===== src/sv/rgb_led_pattern_sequencer_macros.svh =====
// Assertion macros shared by the RGB LED pattern sequencer RTL.
`ifndef RGB_LED_PATTERN_SEQUENCER_MACROS_SVH
`define RGB_LED_PATTERN_SEQUENCER_MACROS_SVH

// The consequent must hold in the same cycle as the antecedent.
`define RLPS_ASSERT_SAME(label, ante, cons, msg) \
   label: assert property (@(posedge clock) disable iff (reset) (ante) |-> (cons)) \
      else $error(msg);

// The consequent must hold in the cycle after the antecedent.
`define RLPS_ASSERT_NEXT(label, ante, cons, msg) \
   label: assert property (@(posedge clock) disable iff (reset) (ante) |=> (cons)) \
      else $error(msg);

`endif


===== src/sv/rlps_pkg.sv =====
// Types, constants and helper functions of the RGB LED pattern sequencer.
package rlps_pkg;

   localparam int PHASE_PERIOD = 1024;
   localparam int TIME_WIDTH   = 16;

   localparam int PHASE_W  = $clog2(PHASE_PERIOD);
   localparam int PULSE_W  = (PHASE_W + 5 > 15) ? PHASE_W + 5 : 15;
   localparam int CMP_W    = 15;
   localparam int LEVEL_W  = 8;
   localparam int KIND_W   = 2;
   localparam int TIME_IN_W = 16;

   localparam int REQ_DATA_W = 48;
   localparam int REQ_USER_W = 2;
   localparam int RSP_DATA_W = 72;

   localparam logic [CMP_W-1:0] DARK = 15'h4000;

   // Largest count the time registers hold, as a 64-bit value.
   localparam logic [63:0] TIME_MAX = (64'd1 << TIME_WIDTH) - 64'd1;

   typedef enum logic [1:0] {
      CMD_TICK        = 2'd0,
      CMD_SET_BASE    = 2'd1,
      CMD_SET_DELAYED = 2'd2,
      CMD_OVERRIDE    = 2'd3
   } command_type;

   localparam logic [KIND_W-1:0] KIND_SOLID = 2'd0;
   localparam logic [KIND_W-1:0] KIND_BLINK = 2'd1;
   localparam logic [KIND_W-1:0] KIND_PULSE = 2'd2;
   // The fourth kind code has no meaning of its own and is shown as pulse.
   localparam logic [KIND_W-1:0] KIND_SPARE = 2'd3;

   typedef struct packed {
      logic [KIND_W-1:0]  kind;
      logic [LEVEL_W-1:0] red;
      logic [LEVEL_W-1:0] green;
      logic [LEVEL_W-1:0] blue;
   } pattern_type;

   // 16384 - (16384 * c) / 255. Since 16384 = 64 * 255 + 64, the quotient
   // is 64 * c + (64 * c) / 255, and the second term is taken as (y >> 8)
   // plus one correction step.
   function automatic logic [CMP_W-1:0] level_compare(input logic [LEVEL_W-1:0] c);
      logic [13:0] y;
      logic [5:0]  q0;
      logic [8:0]  r;
      logic [6:0]  q;
      y  = {c, 6'b0};
      q0 = y[13:8];
      r  = 9'(y[7:0]) + 9'(q0);
      q  = 7'(q0) + 7'(r >= 9'd255);
      return DARK - 15'({c, 6'b0}) - 15'(q);
   endfunction

endpackage


===== src/sv/rgb_led_pattern_sequencer.sv =====
// RGB LED pattern sequencer: command decode, pattern state and PWM compare output.
//
//   Channel  Direction  Carries
//   req_     in         one command: tuser = command, tdata = pattern and time
//   rsp_     out        one result per command: compares, base pattern, flag
//
// Every accepted command produces exactly one result transfer, offered from the result register in the next cycle.
// A new command is taken in every cycle while the result register is empty or
// being drained, so the sustained rate is one command per clock.
// The whole step (delay countdown, pattern choice, compare math, phase update)
// is one pass of combinational logic from the state registers to the result.
// Reset is synchronous and active high; it sets the base pattern to dark solid,
// clears the counters and drops rsp_tvalid.
// When rsp_tready is low while a result is waiting, the result holds and req_tready drops with it.

`include "rgb_led_pattern_sequencer_macros.svh"

module rgb_led_pattern_sequencer (
   input  logic                                clock,
   input  logic                                reset,
   input  logic                                req_tvalid,
   output logic                                req_tready,
   // [1:0] kind, [9:2] red_level, [17:10] green_level, [25:18] blue_level,
   // [41:26] time_ms, [47:42] zero
   input  logic [rlps_pkg::REQ_DATA_W-1:0]     req_tdata,
   // [1:0] command
   input  logic [rlps_pkg::REQ_USER_W-1:0]     req_tuser,
   output logic                                rsp_tvalid,
   input  logic                                rsp_tready,
   // [14:0] red_compare, [29:15] green_compare, [44:30] blue_compare,
   // [46:45] base_kind, [54:47] base_red, [62:55] base_green,
   // [70:63] base_blue, [71] override_active
   output logic [rlps_pkg::RSP_DATA_W-1:0]     rsp_tdata
);
   import rlps_pkg::*;

   // State registers.
   pattern_type               base_ff, base_in;
   pattern_type               delayed_ff, delayed_in;
   pattern_type               override_pat_ff, override_pat_in;
   logic [TIME_WIDTH-1:0]     delay_left_ff, delay_left_in;
   logic [TIME_WIDTH-1:0]     override_left_ff, override_left_in;
   logic [PHASE_W-1:0]        phase_ff, phase_in;
   logic [CMP_W-1:0]          compare_ff [3];
   logic [CMP_W-1:0]          compare_in [3];

   // Result register.
   logic                      rsp_tvalid_ff, rsp_tvalid_in;
   logic [RSP_DATA_W-1:0]     rsp_tdata_ff, rsp_tdata_in;

   // Decoded request.
   logic                      req_accept;
   command_type               cmd;
   pattern_type               item;
   logic [TIME_IN_W-1:0]      time_raw;
   logic [TIME_WIDTH-1:0]     time_sat;
   logic                      base_write;
   logic                      pattern_write;
   logic                      override_busy;

   // Tick path.
   logic [TIME_WIDTH-1:0]     delay_mid;
   pattern_type               base_mid;
   logic [PHASE_W-1:0]        phase_mid;
   pattern_type               shown;
   logic                      blink_on;
   logic [LEVEL_W-1:0]        lvl_r, lvl_g, lvl_b;
   logic [PHASE_W-1:0]        tri_val;
   logic [PULSE_W-1:0]        pulse_s;
   logic [CMP_W-1:0]          pulse_v;
   logic [CMP_W-1:0]          tick_cmp [3];
   logic [PHASE_W-1:0]        phase_shown;
   logic [PHASE_W-1:0]        phase_next;

   // The result register is free when empty or being taken this cycle.
   assign req_tready = !rsp_tvalid_ff || rsp_tready;
   assign req_accept = req_tvalid && req_tready;
   assign rsp_tvalid = rsp_tvalid_ff;
   assign rsp_tdata  = rsp_tdata_ff;

   assign cmd        = command_type'(req_tuser);
   assign item.kind  = req_tdata[1:0];
   assign item.red   = req_tdata[9:2];
   assign item.green = req_tdata[17:10];
   assign item.blue  = req_tdata[25:18];
   assign time_raw   = req_tdata[41:26];

   // Accepted writes of a base pattern, and of a delayed or override pattern.
   assign base_write    = req_accept && cmd == CMD_SET_BASE;
   assign pattern_write = req_accept && (cmd == CMD_SET_DELAYED || cmd == CMD_OVERRIDE);
   assign override_busy = override_left_ff != '0;

   // Times beyond what the counters hold saturate at their maximum.
   assign time_sat = (64'(time_raw) > TIME_MAX) ? TIME_WIDTH'(TIME_MAX)
                                                : TIME_WIDTH'(time_raw);

   // Tick, part one: a pending delayed pattern counts down and, on reaching
   // zero, is applied like a base write (the phase clears only if it differs).
   always_comb begin
      delay_mid = delay_left_ff;
      base_mid  = base_ff;
      phase_mid = phase_ff;
      if (delay_left_ff != '0) begin
         delay_mid = delay_left_ff - TIME_WIDTH'(1);
         if (delay_mid == '0) begin
            if (base_ff != delayed_ff) begin
               phase_mid = '0;
            end
            base_mid = delayed_ff;
         end
      end
   end

   // Tick, part two: the override pattern wins while its time remains.
   assign shown = override_busy ? override_pat_ff : base_mid;

   // Blink shows the levels only in the first 64 phase steps.
   assign blink_on = phase_mid < PHASE_W'(64);
   always_comb begin
      lvl_r = shown.red;
      lvl_g = shown.green;
      lvl_b = shown.blue;
      if (shown.kind == KIND_BLINK && !blink_on) begin
         lvl_r = '0;
         lvl_g = '0;
         lvl_b = '0;
      end
   end

   // Pulse is a triangle over the phase period, clamped at full brightness.
   assign tri_val = (phase_mid < PHASE_W'(PHASE_PERIOD / 2)) ?
                    phase_mid : PHASE_W'(PHASE_PERIOD) - phase_mid;
   assign pulse_s = PULSE_W'(tri_val) << 5;
   assign pulse_v = (pulse_s >= PULSE_W'(DARK)) ? '0
                                                : CMP_W'(PULSE_W'(DARK) - pulse_s);

   always_comb begin
      phase_shown = phase_mid;
      case (shown.kind)
         KIND_SOLID, KIND_BLINK: begin
            tick_cmp[0] = level_compare(lvl_r);
            tick_cmp[1] = level_compare(lvl_g);
            tick_cmp[2] = level_compare(lvl_b);
            if (shown.kind == KIND_BLINK) begin
               phase_shown = phase_mid & PHASE_W'(8'hFF);
            end
         end
         default: begin
            // Pulse, and the unused kind code, which is shown as pulse.
            tick_cmp[0] = (shown.red   != '0) ? pulse_v : DARK;
            tick_cmp[1] = (shown.green != '0) ? pulse_v : DARK;
            tick_cmp[2] = (shown.blue  != '0) ? pulse_v : DARK;
         end
      endcase
   end

   assign phase_next = (phase_shown == PHASE_W'(PHASE_PERIOD - 1)) ? '0
                                                                    : phase_shown + PHASE_W'(1);

   // Next state for the accepted command.
   always_comb begin
      base_in          = base_ff;
      delayed_in       = delayed_ff;
      override_pat_in  = override_pat_ff;
      delay_left_in    = delay_left_ff;
      override_left_in = override_left_ff;
      phase_in         = phase_ff;
      compare_in       = compare_ff;
      if (req_accept) begin
         case (cmd)
            CMD_SET_BASE: begin
               if (base_ff != item) begin
                  phase_in = '0;
               end
               base_in       = item;
               delay_left_in = '0;
            end
            CMD_SET_DELAYED: begin
               delayed_in    = item;
               delay_left_in = time_sat;
            end
            CMD_OVERRIDE: begin
               override_pat_in  = item;
               override_left_in = time_sat;
            end
            default: begin
               base_in       = base_mid;
               delay_left_in = delay_mid;
               if (override_busy) begin
                  override_left_in = override_left_ff - TIME_WIDTH'(1);
               end
               compare_in = tick_cmp;
               phase_in   = phase_next;
            end
         endcase
      end
   end

   // The result reports the state as it stands after the command.
   assign rsp_tdata_in = {override_left_in != '0, base_in.blue, base_in.green,
                          base_in.red, base_in.kind,
                          compare_in[2], compare_in[1], compare_in[0]};
   assign rsp_tvalid_in = req_accept || (rsp_tvalid_ff && !rsp_tready);

   always_ff @(posedge clock) begin
      if (reset) begin
         base_ff          <= '0;
         delay_left_ff    <= '0;
         override_left_ff <= '0;
         phase_ff         <= '0;
         compare_ff[0]    <= DARK;
         compare_ff[1]    <= DARK;
         compare_ff[2]    <= DARK;
         rsp_tvalid_ff    <= 1'b0;
      end else begin
         base_ff          <= base_in;
         delay_left_ff    <= delay_left_in;
         override_left_ff <= override_left_in;
         phase_ff         <= phase_in;
         compare_ff       <= compare_in;
         rsp_tvalid_ff    <= rsp_tvalid_in;
      end
   end

   // Payload registers; the stored patterns are read only after being written.
   always_ff @(posedge clock) begin
      delayed_ff      <= delayed_in;
      override_pat_ff <= override_pat_in;
      if (req_accept) begin
         rsp_tdata_ff <= rsp_tdata_in;
      end
   end

   // Every accepted command leaves a result waiting in the next cycle.
   `RLPS_ASSERT_NEXT(a_result_follows, req_accept, rsp_tvalid_ff, "command gave no result")
   // Delayed and override writes never move the phase.
   `RLPS_ASSERT_NEXT(a_phase_kept, pattern_write, $stable(phase_ff), "phase moved on a write")
   // A base write cancels any pending delayed pattern.
   `RLPS_ASSERT_NEXT(a_delay_cancel, base_write, delay_left_ff == '0, "delay left pending")
   // The reported override flag matches the override counter while shown.
   `RLPS_ASSERT_SAME(a_flag_match, rsp_tvalid_ff, rsp_tdata_ff[71] == override_busy, "bad flag")

endmodule


===== config.mk =====
export PLATFORM = sky130hd
export DESIGN_NAME = rgb_led_pattern_sequencer
export DESIGN_NICKNAME = d
export VERILOG_FILES = /design/src/sv/rlps_pkg.sv /design/src/sv/rgb_led_pattern_sequencer.sv
export VERILOG_INCLUDE_DIRS = /design/src /design/src/sv
export SDC_FILE = /design/constraint.sdc
export NUM_CORES = 1
export LEC_CHECK = 0
export BUFFER_PORTS_ARGS = -buffer_cell sky130_fd_sc_hd__buf_2
export CAP_MARGIN = 25
export CORE_ASPECT_RATIO = 1.75
export CORE_MARGIN = 4
export CORE_UTILIZATION = 55
export CTS_CLUSTER_DIAMETER = 120
export DETAILED_ROUTE_END_ITERATION = 12
export MAX_ROUTING_LAYER = met4
export PLACE_DENSITY = 0.77
export REMOVE_ABC_BUFFERS = 1
export SLEW_MARGIN = 15
export SYNTH_ARGS = -nofsm -noshare
export SYNTH_HDL_FRONTEND = slang
export SYNTH_SLANG_ARGS = --single-unit

===== constraint.sdc =====
create_clock -name clock -period 5.7 [get_ports clock]
set_input_delay 1.14 -clock clock [delete_from_list [all_inputs] [get_ports clock]]
set_output_delay 1.14 -clock clock [all_outputs]
set_load 0.005 [all_outputs]

# After elaboration in Yosys (flattened, before gate mapping)
# Index checks and enable logic that the tools add are counted.
# Widths: inputs -> output; s select.
dict set report op_classes {
  eq_ne 8
  bitwise_logic 2
  reduce_logical 25
  muxes 29
  order_cmp 6
  add_sub_neg 17
}
# operator n
set ops {}
lappend ops {{$mux 45} 3}
lappend ops {{$mux 26} 4}
lappend ops {{$mux 10} 8}
lappend ops {{$mux 15} 4}
lappend ops {{$ne 26x26->1} 2}
lappend ops {{$pmux 26 s2} 1}
lappend ops {{$mux 16} 3}
lappend ops {{$pmux 16 s3} 1}
lappend ops {{$reduce_bool 16->1} 3}
lappend ops {{$sub 15x14->15 const A} 3}
lappend ops {{$sub 15x7->15} 3}
lappend ops {{$pmux 16 s2} 1}
lappend ops {{$sub 16x1->16 const B} 2}
lappend ops {{$add 8x6->9} 3}
lappend ops {{$ge 9x8->1 const B} 3}
lappend ops {{$mux 8} 3}
lappend ops {{$reduce_bool 8->1} 3}
lappend ops {{$add 6x1->7} 3}
lappend ops {{$pmux 10 s2} 1}
lappend ops {{$logic_not 16->1} 1}
lappend ops {{$ge 15x15->1 const B} 1}
lappend ops {{$sub 15x15->15 const A} 1}
lappend ops {{$add 10x1->10 const B} 1}
lappend ops {{$eq 10x10->1 const B} 1}
lappend ops {{16 further kinds} 28}
dict set report totals {
  elab_cells 107
  in_bits 54
  reg_bits 238
}

# Logic depth before layout (Yosys ltp)
dict set report depth {
  ltp_word 15
  ltp_mapped 28
  mapped_depth_nobuf 24
}

# Least setup slack after synthesis
# OpenSTA, ideal clock, no wires.
dict set report synth_timing {
  kind {register to register}
  startpoint {register delay_left_ff[0]}
  endpoint {register rsp_tdata_ff[11], in the netlist rsp_tdata[11] (data pin)}
  required_time_ns 5.436
  arrival_time_ns 5.255
  path_buffers 4
  path_stages_with_launch 21
  setup_slack_ns 0.181
  cell_sequence {dfxtp_1 or2_1 o41a_1 or4_4 a2111o_1 buf_6 nor2_1 or3_1 buf_2 buf_1 o211ai_1 ha_1 clkbuf_1 nand3_1 or4b_2 nor2_1 nor2_1 o21ai_0 xor2_1 nor2_1 a221o_1}
}
# element line_no
set synth_rtl {}
lappend synth_rtl {{from (decl)} rgb_led_pattern_sequencer.sv:41} ;# logic [TIME_WIDTH-1:0] delay_left_ff, delay_left_in;
lappend synth_rtl {{from (signal assigned)} rgb_led_pattern_sequencer.sv:217} ;# delay_left_ff <= delay_left_in;
lappend synth_rtl {{to (signal assigned)} rgb_led_pattern_sequencer.sv:230} ;# rsp_tdata_ff <= rsp_tdata_in;
lappend synth_rtl {{to (decl)} rgb_led_pattern_sequencer.sv:49} ;# logic [RSP_DATA_W-1:0] rsp_tdata_ff, rsp_tdata_in;

==> metrics.txt <==
synth top area cells edfxtp_1 (26%), dfxtp_1 (16%), ha_1 (5.6%); nets@finish about 1900; R2R Setup Slk about 0.18 ns; vias in the first global route about 13000; total grt overflow 0; first-pass GRT wire length 68400 um; hpwl dp 32500 um; Final Skew 0.0133 ns; Die Height 223 um; FFs w/ async S/R, synth 0%; CP Launch Type flop; CP endpoint kind flop; Worst Path Arrival slightly below 6 ns; die area 29100 sq um; clk_lat worst skew 0.53 ns; Top-Level Pins 128; EDFF count, synth between 100 and 150; Synth Flop Type edfxtp_1; TritonCTS clock tree done; Yosys warnings 0; dominant cell type by area after synthesis edfxtp_1; Setup WS post-layout 0.180 ns; crit path kind flop to flop; CTS Sinks 238; Rows 78; H-tree levels 1; Total GRT Usage 30.6%; Clock Path Buffers 3; LEAKAGE ~6.6 nW; post-synthesis cell area about 15000 sq um; max_cap viols 0; routed vias/inst 6.30; Mapped Cells 1603; worst hold margin between 0.5 and 0.6 ns; Area Growth Syn to Fin 14.4%; most frequent cell after synthesis nor2_1; worst slew pin tran about 1 ns; Initial Utilization 55.9%; share of cells above drive strength 1 16.8%; Critical path destination compare_ff[26]; Initial DRC Count approximately 1000; Post-route DRC 0; largest net degree at the start of global routing 67; r2r worst-path depth 20; Synth top cells by count nor2_1 (140), a21oi_1 (138), edfxtp_1 (124), dfxtp_1 (114), clkbuf_1 (101); register area share after synthesis between 40% and 50%; reg2reg end compare_ff[26]; Core ar. between 20000 and 30000 sq um; Final min period 5.52 ns; peak supply drop ~360 uV; Pwr per Cell Area 281 nW/um^2; pre-CTS WS 0.103 ns; I/O Buffers 121; worst r2r src delay_left_ff[9]; Seq cells post-synth roughly 240; GP Congestion 0.969; crit share post-route 96.8%; status finished, final reports clean; die width 131 um; Final Max Tran Viols 0; Max FO, Critical Path 21; Distinct cells, synth 86; Final Hold Fails 0; Mapped Avg Cell Area 9.05 sq um; routed len/inst 21.2 um; Final setup viols 0; Post-CTS Hold Fix Bufs 0; Worst-path clk slew 0.07 ns; post-synth top area share roughly a quarter; Critical Path Start delay_left_ff[9]; Num CTS Buffers 23; drt pass-1 iters 7; f_max roughly 180 MHz; hold crit path type flop to flop; required time of the critical path 6.12 ns; root buffer cell clkbuf_16; wirelength, routed between 40000 and 50000 um; Slew headroom 33.2%; DRT antenna net count 0; vias approximately 13000; initial antenna violation count 2
metrics by stage:
step | cell area (sq um) | instances | util, % | total power [mW] | TNS [ns]
after CTS | 16500 | 2067 | 63.7 | 4.67 | 0
after global routing | 16600 | 2070 | 63.9 | 4.88 | -0.0272
after global placement | 15800 | 2025 | 61.0 | 3.21 | 0
final | 16600 | 2070 | 63.9 | 4.67 | 0
after detailed placement | 15800 | 2026 | 61.0 | 3.23 | 0
after floorplan | 14000 | 1485 | - | 2.78 | -41.05
metal layers:
| metal | wire, um | up-vias | track usage [%] | share of wire, % |
|---|---|---|---|---|
| met4 | 3200 | 0 | 18.5 | 7.3 |
| met2 | 22700 | 553 | 52.9 | 52 |
| met5 | 0 | - | - | 0 |
| met3 | 2460 | 181 | 3.49 | 5.6 |
| li1 | - | 6146 | - | - |
| met1 | 15500 | 6167 | 32.7 | 35 |
cells in the final DEF (no fill, tap or decap), types with 53 or more instances in the layout:
| cell type | n |
|---|---|
| nor2_1 | 140 |
| nand2_1 | 87 |
| and2_1 | 54 |
| a21oi_1 | 136 |
| o21ai_0 | 97 |
| inv_1 | 68 |
| buf_2 | 121 |
| ha_1 | 63 |
| edfxtp_1 | 124 |
| nor3_1 | 53 |
| dfxtp_1 | 112 |
| buf_4 | 97 |
| xnor2_1 | 68 |
kinds of logic (layout without fill, tap and decap cells):
logic type,count (synthesis),count (layout),synth area share [%]
other,0,2,0
buffers and inverters,188,333,5.04
and+or+nand+nor,490,490,17.1
AOI/OAI and AO/OA,480,480,21.9
adders and majority gates,65,65,5.61
muxes,43,43,3.04
DFF,238,238,41.4
xor gates and xnor gates,99,99,5.98
area by class of cell:
type,count,area (sq um)
Clock buffer,28,616
Fill cell,2203,9360
Timing Repair Buffer,222,1410
Clock inverter,13,72.6
Inverter,70,265
Multi-Input combinational cell,1177,7820
Sequential cell,238,6010
Tap cell,320,400
Antenna cell,2,5.00
state kept, by name (all words and copies together) (netlist names):
register and cells:
base_ff 26, compare_ff 45, delay_left_ff 16, delayed_ff 26
override_left_ff 16, override_pat_ff 26, phase_ff 10, rsp_tdata 72
rsp_tvalid 1
where the power goes:
part           switching [mW]  leakage (nW)  total (mW)  internal, mW
clock                   0.668         0.325        1.44         0.770
sequential             0.0816          2.12        2.00          1.92
combinational           0.726          4.19        1.23         0.504
total                    1.48          6.63        4.67          3.19
critical path, cell delays in order, from the launching register on:
cell	delay, ns
dfxtp_1	0.36
nor3_1	0.49
nand3_1	0.13
or4_4	0.58
a2111o_1	0.41
mux2_4	0.34
or3_1	0.39
buf_12	0.18
o211ai_1	0.13
inv_1	0.13
ha_1	0.33
a21o_1	0.20
a311o_1	0.35
a21o_1	0.18
a21oi_1	0.17
o21bai_1	0.09
a211oi_2	0.24
xnor2_1	0.18
nor2_1	0.07
a221o_1	0.29
and2_1	0.16
repair_timing:
action | 4_1_cts | 5_1_grt
resized for setup | 0 | 14
buffers inserted | 0 | 1
endpoints found under the setup margin | 0 | 35
how the worst min path moves through the flow:
stage / from / endpoint / slack (ns) / cells after the start
after floorplan: delay_left_ff[13] / delay_left_ff[13] / 0.45 / 2
after global placement: compare_ff[19] / compare_ff[19] / 0.48 / 1
after detailed placement: compare_ff[34] / compare_ff[34] / 0.49 / 1
after CTS: compare_ff[34] / compare_ff[34] / 0.51 / 1
after global routing: compare_ff[19] / compare_ff[19] / 0.53 / 1
final: compare_ff[34] / compare_ff[34] / 0.51 / 1
Note: power is estimated with default switching activity, not from simulation.
